## config.mk

```make
export PLATFORM = sky130hd
export DESIGN_NAME = nds_ctrl
export DESIGN_NICKNAME = d
export VERILOG_FILES = /design/src/sv/nds_pkg.sv /design/src/sv/nds_ctrl.sv
export SDC_FILE = /design/constraint.sdc
export NUM_CORES = 1
export LEC_CHECK = 0
export ABC_AREA = 1
export BUFFER_PORTS_ARGS = -buffer_cell sky130_fd_sc_hd__buf_2
export CORE_ASPECT_RATIO = 1.2
export CORE_MARGIN = 10
export CORE_UTILIZATION = 57
export CTS_CLUSTER_DIAMETER = 40
export CTS_CLUSTER_SIZE = 25
export DETAILED_ROUTE_END_ITERATION = 6
export PLACE_DENSITY = 0.91
export SYNTH_ARGS = -nofsm -noshare
export SYNTH_HDL_FRONTEND = slang
export SYNTH_SLANG_ARGS = --single-unit
```

## constraint.sdc

```tcl
create_clock -name clk_i -period 2.95 [get_ports clk_i]
set_input_delay 0.59 -clock clk_i [delete_from_list [all_inputs] [get_ports clk_i]]
set_output_delay 0.59 -clock clk_i [all_outputs]
set_load 0.01 [all_outputs]
```

## src/sv/nds_pkg.sv

```systemverilog
// ---------------------------------------------------------------------------
// nds_pkg: shared types and constants for the nutrient diffusion sweep
// Grid geometry, payload structs, register indexes and controller commands.
// ---------------------------------------------------------------------------
package nds_pkg;

  localparam int GridSize = 64;
  localparam int Cells    = GridSize * GridSize;
  localparam int AddrW    = $clog2(Cells);
  localparam int CoordW   = $clog2(GridSize);
  localparam int ValW     = 17;
  localparam logic [ValW-1:0] OneQ16 = 17'h10000;

  typedef enum logic [2:0] {
    REG_GAIN  = 3'd0,
    REG_STEP  = 3'd1,
    REG_ALPHA = 3'd2,
    REG_WC1   = 3'd3,
    REG_WC2   = 3'd4
  } reg_idx_e;

  typedef enum logic [1:0] {
    MODE_LOAD  = 2'd0,
    MODE_INIT  = 2'd1,
    MODE_SWEEP = 2'd2,
    MODE_READ  = 2'd3
  } mode_e;

  typedef struct packed {
    logic [1:0] mode;
    logic [5:0] row;
    logic [5:0] col;
    logic [7:0] cancer_count;
    logic [7:0] normal_count;
  } nds_in_t;

  typedef struct packed {
    logic [16:0] nutrient_first;
    logic [16:0] nutrient_second;
    logic        op_done;
  } nds_out_t;

  // Controller to datapath commands
  typedef struct packed {
    logic             wr_counts;   // write counts at addr
    logic             clr_counts;  // clear pass write of zero counts
    logic             wr_init;     // write init value at addr
    logic             rd;          // issue read at addr (the cell of the tap in rd_sel)
    logic [2:0]       rd_sel;      // which stencil tap: 0 c,1 n,2 s,3 w,4 e
    logic             wr_res;      // write computed result at addr
    logic [AddrW-1:0] addr;
  } nds_cmd_t;

  localparam logic [2:0] TapC = 3'd0;
  localparam logic [2:0] TapN = 3'd1;
  localparam logic [2:0] TapS = 3'd2;
  localparam logic [2:0] TapW = 3'd3;
  localparam logic [2:0] TapE = 3'd4;

  // Saturating fixed-point update of one value
  function automatic logic [ValW-1:0] sat_result(input logic signed [51:0] t);
    logic signed [52:0] r;
    begin
      r = {t[51], t} + 53'sd32768;
      if (t < 0) sat_result = '0;
      else if ((r >>> 16) > 53'sd65536) sat_result = OneQ16;
      else sat_result = r[32:16];
    end
  endfunction

endpackage

```

## src/sv/nds_ctrl.sv

```systemverilog
// ---------------------------------------------------------------------------
// nds_ctrl: sequencer for load, init, sweep and read operations
// Walks the grid for init and sweep and clears the count stores after reset.
// ---------------------------------------------------------------------------
module nds_ctrl
  import nds_pkg::*;
(
  input  logic       clk_i,
  input  logic       rst_ni,
  input  logic       in_valid_i,
  output logic       in_ready_o,
  input  nds_in_t    in_i,
  output logic       out_valid_o,
  input  logic       out_ready_i,
  output logic       out_done_o,
  output logic       out_rd_o,
  output nds_cmd_t   cmd_o,
  output logic       calc_o,
  input  logic       calc_done_i
);

  typedef enum logic [7:0] {
    S_CLR   = 8'b0000_0001,
    S_IDLE  = 8'b0000_0010,
    S_INIT  = 8'b0000_0100,
    S_TAP   = 8'b0000_1000,
    S_WAIT  = 8'b0001_0000,
    S_WB    = 8'b0010_0000,
    S_RD    = 8'b0100_0000,
    S_OUT   = 8'b1000_0000
  } state_e;

  state_e state_q, state_d;
  logic [AddrW-1:0] addr_q, addr_d;
  logic [2:0]       tap_q, tap_d;
  logic             done_q, done_d, rdo_q, rdo_d;
  logic [AddrW-1:0] ra;
  logic [CoordW-1:0] ccol;
  logic             ins;

  assign ins = (32'(in_i.row) < GridSize) && (32'(in_i.col) < GridSize);
  assign ra  = AddrW'(32'(in_i.row) * GridSize + 32'(in_i.col));
  assign ccol = addr_q[CoordW-1:0];

  assign in_ready_o  = (state_q == S_IDLE);
  assign out_valid_o = (state_q == S_OUT);
  assign out_done_o  = done_q;
  assign out_rd_o    = rdo_q;

  // Next state and commands
  always_comb begin
    state_d = state_q; addr_d = addr_q; tap_d = tap_q;
    done_d = done_q; rdo_d = rdo_q;
    cmd_o = '0; cmd_o.addr = addr_q; calc_o = 1'b0;
    unique case (state_q)
      S_CLR: begin
        cmd_o.clr_counts = 1'b1;
        addr_d = addr_q + 1'b1;
        if (addr_q == AddrW'(Cells - 1)) state_d = S_IDLE;
      end
      S_IDLE: begin
        cmd_o.addr = ra;
        if (in_valid_i) begin
          done_d = 1'b1; rdo_d = 1'b0;
          unique case (mode_e'(in_i.mode))
            MODE_LOAD: begin
              cmd_o.wr_counts = ins; done_d = ins; state_d = S_OUT;
            end
            MODE_INIT: begin addr_d = '0; state_d = S_INIT; end
            MODE_SWEEP: begin
              addr_d = AddrW'(GridSize + 1); tap_d = TapC; state_d = S_TAP;
            end
            MODE_READ: begin done_d = ins; rdo_d = ins; state_d = S_RD; end
            default: state_d = S_OUT;
          endcase
        end
      end
      S_INIT: begin
        cmd_o.wr_init = 1'b1;
        addr_d = addr_q + 1'b1;
        if (addr_q == AddrW'(Cells - 1)) state_d = S_OUT;
      end
      S_TAP: begin
        cmd_o.rd = 1'b1; cmd_o.rd_sel = tap_q;
        unique case (tap_q)
          TapN:    cmd_o.addr = addr_q - AddrW'(GridSize);
          TapS:    cmd_o.addr = addr_q + AddrW'(GridSize);
          TapW:    cmd_o.addr = addr_q - 1'b1;
          TapE:    cmd_o.addr = addr_q + 1'b1;
          default: cmd_o.addr = addr_q;
        endcase
        tap_d = tap_q + 1'b1;
        if (tap_q == TapE) state_d = S_WAIT;
      end
      S_WAIT: begin
        // last tap lands next cycle; then launch arithmetic
        if (tap_q == 3'd5) begin calc_o = 1'b1; tap_d = 3'd6; end
        else if (calc_done_i) state_d = S_WB;
        else if (tap_q != 3'd6) tap_d = tap_q + 1'b1;
      end
      S_WB: begin
        cmd_o.wr_res = 1'b1; tap_d = TapC; state_d = S_TAP;
        if (ccol == CoordW'(GridSize - 2)) begin
          addr_d = addr_q + 3'd3;
          if (addr_q == AddrW'(Cells - GridSize - 2)) state_d = S_OUT;
        end else addr_d = addr_q + 1'b1;
      end
      S_RD: state_d = S_OUT;
      S_OUT: if (out_ready_i) state_d = S_IDLE;
      default: state_d = S_IDLE;
    endcase
  end

  always_ff @(posedge clk_i or negedge rst_ni) begin
    if (!rst_ni) begin
      state_q <= S_CLR; addr_q <= '0; tap_q <= TapC;
      done_q <= 1'b0; rdo_q <= 1'b0;
    end else begin
      state_q <= state_d; addr_q <= addr_d; tap_q <= tap_d;
      done_q <= done_d; rdo_q <= rdo_d;
    end
  end

endmodule

```

Word level (Yosys, flattened, before mapping)
Index checks and enable logic that the tools add are counted.

cells by class
  add/subtract/negate cells = 7
  equal/unequal tests = 31
  reductions and logical operators = 8
  multiplexer cells = 33

operator list
  operator                                             count
  two-way mux 8 bit                                    9
  case mux 8 bit (8 select lines)                      1
  case mux 12 bit (2 select lines)                     2
  case mux 12 bit (4 select lines)                     1
  case mux 12 bit (3 select lines)                     1
  case mux 8 bit (4 select lines)                      1
  == test 12 bit (second input constant)               2
  two-way mux 12 bit                                   2
  two-way mux 3 bit                                    5
  adder 12 x 1 -> 12 bit (second input constant)       1
  adder 12 x 2 -> 12 bit (second input constant)       1
  adder 12 x 6 -> 12 bit                               1
  adder 12 x 7 -> 12 bit (second input constant)       1
  inequality test 2 bit (second input constant)        6
  case mux 3 bit (4 select lines)                      1
  subtractor 12 x 1 -> 12 bit (second input constant)  1
  subtractor 12 x 7 -> 12 bit (second input constant)  1
  two-way mux 1 bit                                    9
  inequality test 3 bit (second input constant)        3
  == test 8 x 1 -> 1 bit (second input constant)       1
  == test 8 x 2 -> 1 bit (second input constant)       1
  == test 8 x 3 -> 1 bit (second input constant)       1
  == test 8 x 4 -> 1 bit (second input constant)       1
  == test 8 x 5 -> 1 bit (second input constant)       1
  21 further kinds                                     25

storage, ports and cells
  output and inout port bits = 25
  input bits = 35
  register bits after elaboration = 25
  word-level logic and storage cells = 84

Longest topological paths before layout
  depth after elaboration = 5
  mapped depth = 13
  depth with buffers taken out = 13

Worst setup path before layout
Ideal clock, no wire load.

  path kind = reg2out
  start = register tap_q[0]
  end = output cmd_o[10] in the netlist's numbering
  cell stages (with the launch flop) = 13
  path slack = 368 ps
  data arrival time = 1992 ps
  buffers on the path = 0
  required time = 2360 ps
  cell sequence = dfrtp_1 inv_1 ha_1 nand2_1 inv_1 fa_1 nand3b_1 a21oi_1 nor2_1 nor2_1 nand3_1 nand2_1 nand2_1

RTL lines
  item                    line             RTL
  from (decl)             nds_ctrl.sv:35   logic [2:0] tap_q, tap_d;
  from (signal assigned)  nds_ctrl.sv:119  state_q <= state_d; addr_q <= addr_d; tap_q <= tap_d;
  to (decl)               nds_ctrl.sv:17   output nds_cmd_t cmd_o,

==> metrics.txt <==
most used cell, CP=nand2_1; syn_nets=569; outcome=completed; largest net degree at the start of global routing=26; final hold viol count=0; nets=620; vias in the first global route=3649; ANT nets after route=0; Setup WS post-layout=0.101 ns; CP Data Arrival Time=2.26 ns; Area Overhead vs Synth=15.2%; Fillers=460; Post-synth EDFFs=0; Top delay family on crit path=simple AND/OR/NAND/NOR gates; Crit. End Element=primary output; Final setup viols=0; Primary FF master, synth=dfrtp_1; H-tree depth=1; Die X-Extent=86.8 um; number of buffers created by CTS=3; wire length per cell=14.6 um; CTS Sinks=25; setup_tns=0 ns; relative slew slack=0.594; I/O Buffers=43; DR iter-0 viols=350; Die Ht=100 um; Gate Count Post-Synth=520; Seq/Total Area, Yosys=0.205; most common cell after layout, fill and taps aside=nand2_1; post-synthesis cell area=3050 um2; Slowest-stage cell, CP=dfrtp_1; Crit path required time=2.36 ns; hpwl dp=7180 um; Pwr Total=2.51 mW; Final Critical Period=2.85 ns; initial antenna violation count=0; gr ovfl total=0; Max Cap Viol=0; CP Launch Type=register; Longest Clk Path Bufs=2; Async SR Flop Fraction=1.00; Initial Util=0.584; Mapped Avg Cell Area=5.87 um2; Die Footprint=8700 um2; Leak=1.83 nW; Crit path largest cell delay=0.43 ns; CTS root buffer=clkbuf_8; CTS tree=done; count of cell types in the netlist=43; drt pass-1 iters=5; fraction of layout cells with a size suffix above 1=0.196; Peak Freq=351 MHz; first-pass GRT wire length=15600 um; measured slew at the worst slew-check pin=0.610 ns; Worst Setup Slack post-DPL=0.177 ns; Max Slew Vio Count=0; Core Area=5230 um2; all-layer global routing usage=0.212; Final period util=0.966; GPL Wtd Cong=0.968; CP bufs+invs=4; via count=3652; clk slew on worst S/H paths=0.09 ns; average via count per standard cell=5.78; Ports=60; skew final=0.00257 ns; Antenna diodes=0; Worst Hold Class=in2async; Min Hold Slack=0.312 ns; pwr/cell area=713 nW/um2; worst-skew pair later-pin latency=0.27 ns; Site Rows=29; FF+latch count, synth=25; DRC=0; crit-path max FO=7; yosys warns=0; commonest cells after routing, fill and taps aside=159 x nand2_1, 66 x inv_1, 66 x nand3_1; maximum VDD drop=0.553 mV; crit-path cells=inv_2, ha_4, nand2_4, buf_8, ha_1, nand2_1, inv_1, nand2_1, nand2_1, nand2_1, nand3_1, nand4_1, nand2_1, nand2_1, buf_2; DRT Wirelength=9250 um; Setup Crit Path Kind=reg2out
-- worst paths after layout --
kind	to	slack, ns	depth (start not counted)	start
worst min register to register	out_done_o	0.50	1	out_done_o
worst max register to register	state_q[4]	0.87	10	tap_q[0]
worst max-delay path	cmd_o[9]	0.10	15	tap_q[0]
min in group clk_i	out_done_o	0.50	1	out_done_o
worst min-delay path	tap_q[1]	0.31	1	rst_ni
max in group asynchronous	tap_q[1]	2.21	1	rst_ni
-- layout make-up --
cell class | count | area (um2) | area share
Clock buffer | 4 | 45.0 | 0.0128
Inverter | 79 | 297 | 0.0843
Multi-Input combinational cell | 406 | 2150 | 0.611
Sequential cell | 25 | 628 | 0.179
Tap cell | 62 | 77.6 | 0.0220
Timing Repair Buffer | 56 | 320 | 0.0910
-- logic make-up after synthesis --
logic type	synth area share
buf+inv	0.120
xor+xnor	0.0172
compound gates	0.118
flops	0.205
simple gates	0.479
fa+ha+maj	0.0598
-- report_power, final --
part	leakage (nW)	total (mW)	switching [mW]	internal, mW
logic	1.48	1.81	1.19	0.614
registers	0.329	0.491	0.0821	0.409
clock network	0.0228	0.208	0.112	0.0969
-- synth_stat cells, types with 2 or more instances --
cell	n	area, um2
and2_1	2	12.5
nand4_1	5	31.3
nor2_1	50	188
ha_1	13	163
nand3_1	67	335
nor2_2	5	31.3
a22oi_1	2	15.0
o21ai_1	7	35.0
dfrtp_1	24	601
and3_1	2	12.5
xnor2_1	2	17.5
inv_1	72	270
or2_2	2	12.5
a21oi_1	12	60.1
xor2_1	4	35.0
nand2_1	161	604
nor2_4	4	45.0
nor3_1	7	35.0
nand3b_1	4	30.0
nand2_2	4	25.0
nand3_2	3	30.0
buf_2	2	10.0
o22ai_1	2	12.5
o2111ai_1	2	17.5
o21ai_0	30	150
inv_2	7	26.3
buf_4	6	45.0
o211ai_1	2	15.0
nand2_4	3	33.8
-- stage by stage --
stage	cell area [um2]	util	std cells
detailed placement	3340	0.640	624
floorplan	3050	-	520
finish	3520	0.673	632
global route	3520	0.673	632
global placement	3340	0.640	624
CTS	3430	0.656	630
-- registers in the layout (all words and copies together), names as in the netlist --
signal	count
out_rd_o	1
addr_q	12
tap_q	3
out_done_o	1
state_q	8
-- worst register-to-register path, cell delays in order, from the launching register on --
cell and delay [ns]:
dfrtp_1 0.43, inv_2 0.13, buf_4 0.12, ha_1 0.15, nand2_1 0.09, buf_4 0.18, inv_1 0.23, nor2_1 0.13
nor3_2 0.36, nand3_1 0.13, nand2_1 0.09
-- layer usage --
| layer | global-route usage | routed length [um] | up-vias | share of wire |
|---|---|---|---|---|
| li1 | - | - | 1769 | - |
| met1 | 0.241 | 3550 | 1634 | 0.38 |
| met2 | 0.361 | 4540 | 201 | 0.49 |
| met3 | 0.0348 | 791 | 48 | 0.085 |
| met4 | 0.126 | 374 | 0 | 0.040 |
| met5 | 0 | 0 | - | 0 |
-- timing repair --
action	in CTS	in global routing
resized for setup	9	16
setup buffers	2	2
endpoints found under the setup margin	4	9
gates cloned	0	0
pin swaps	0	6
hold buffers	0	0
Note: power is estimated with default switching activity, not from simulation.
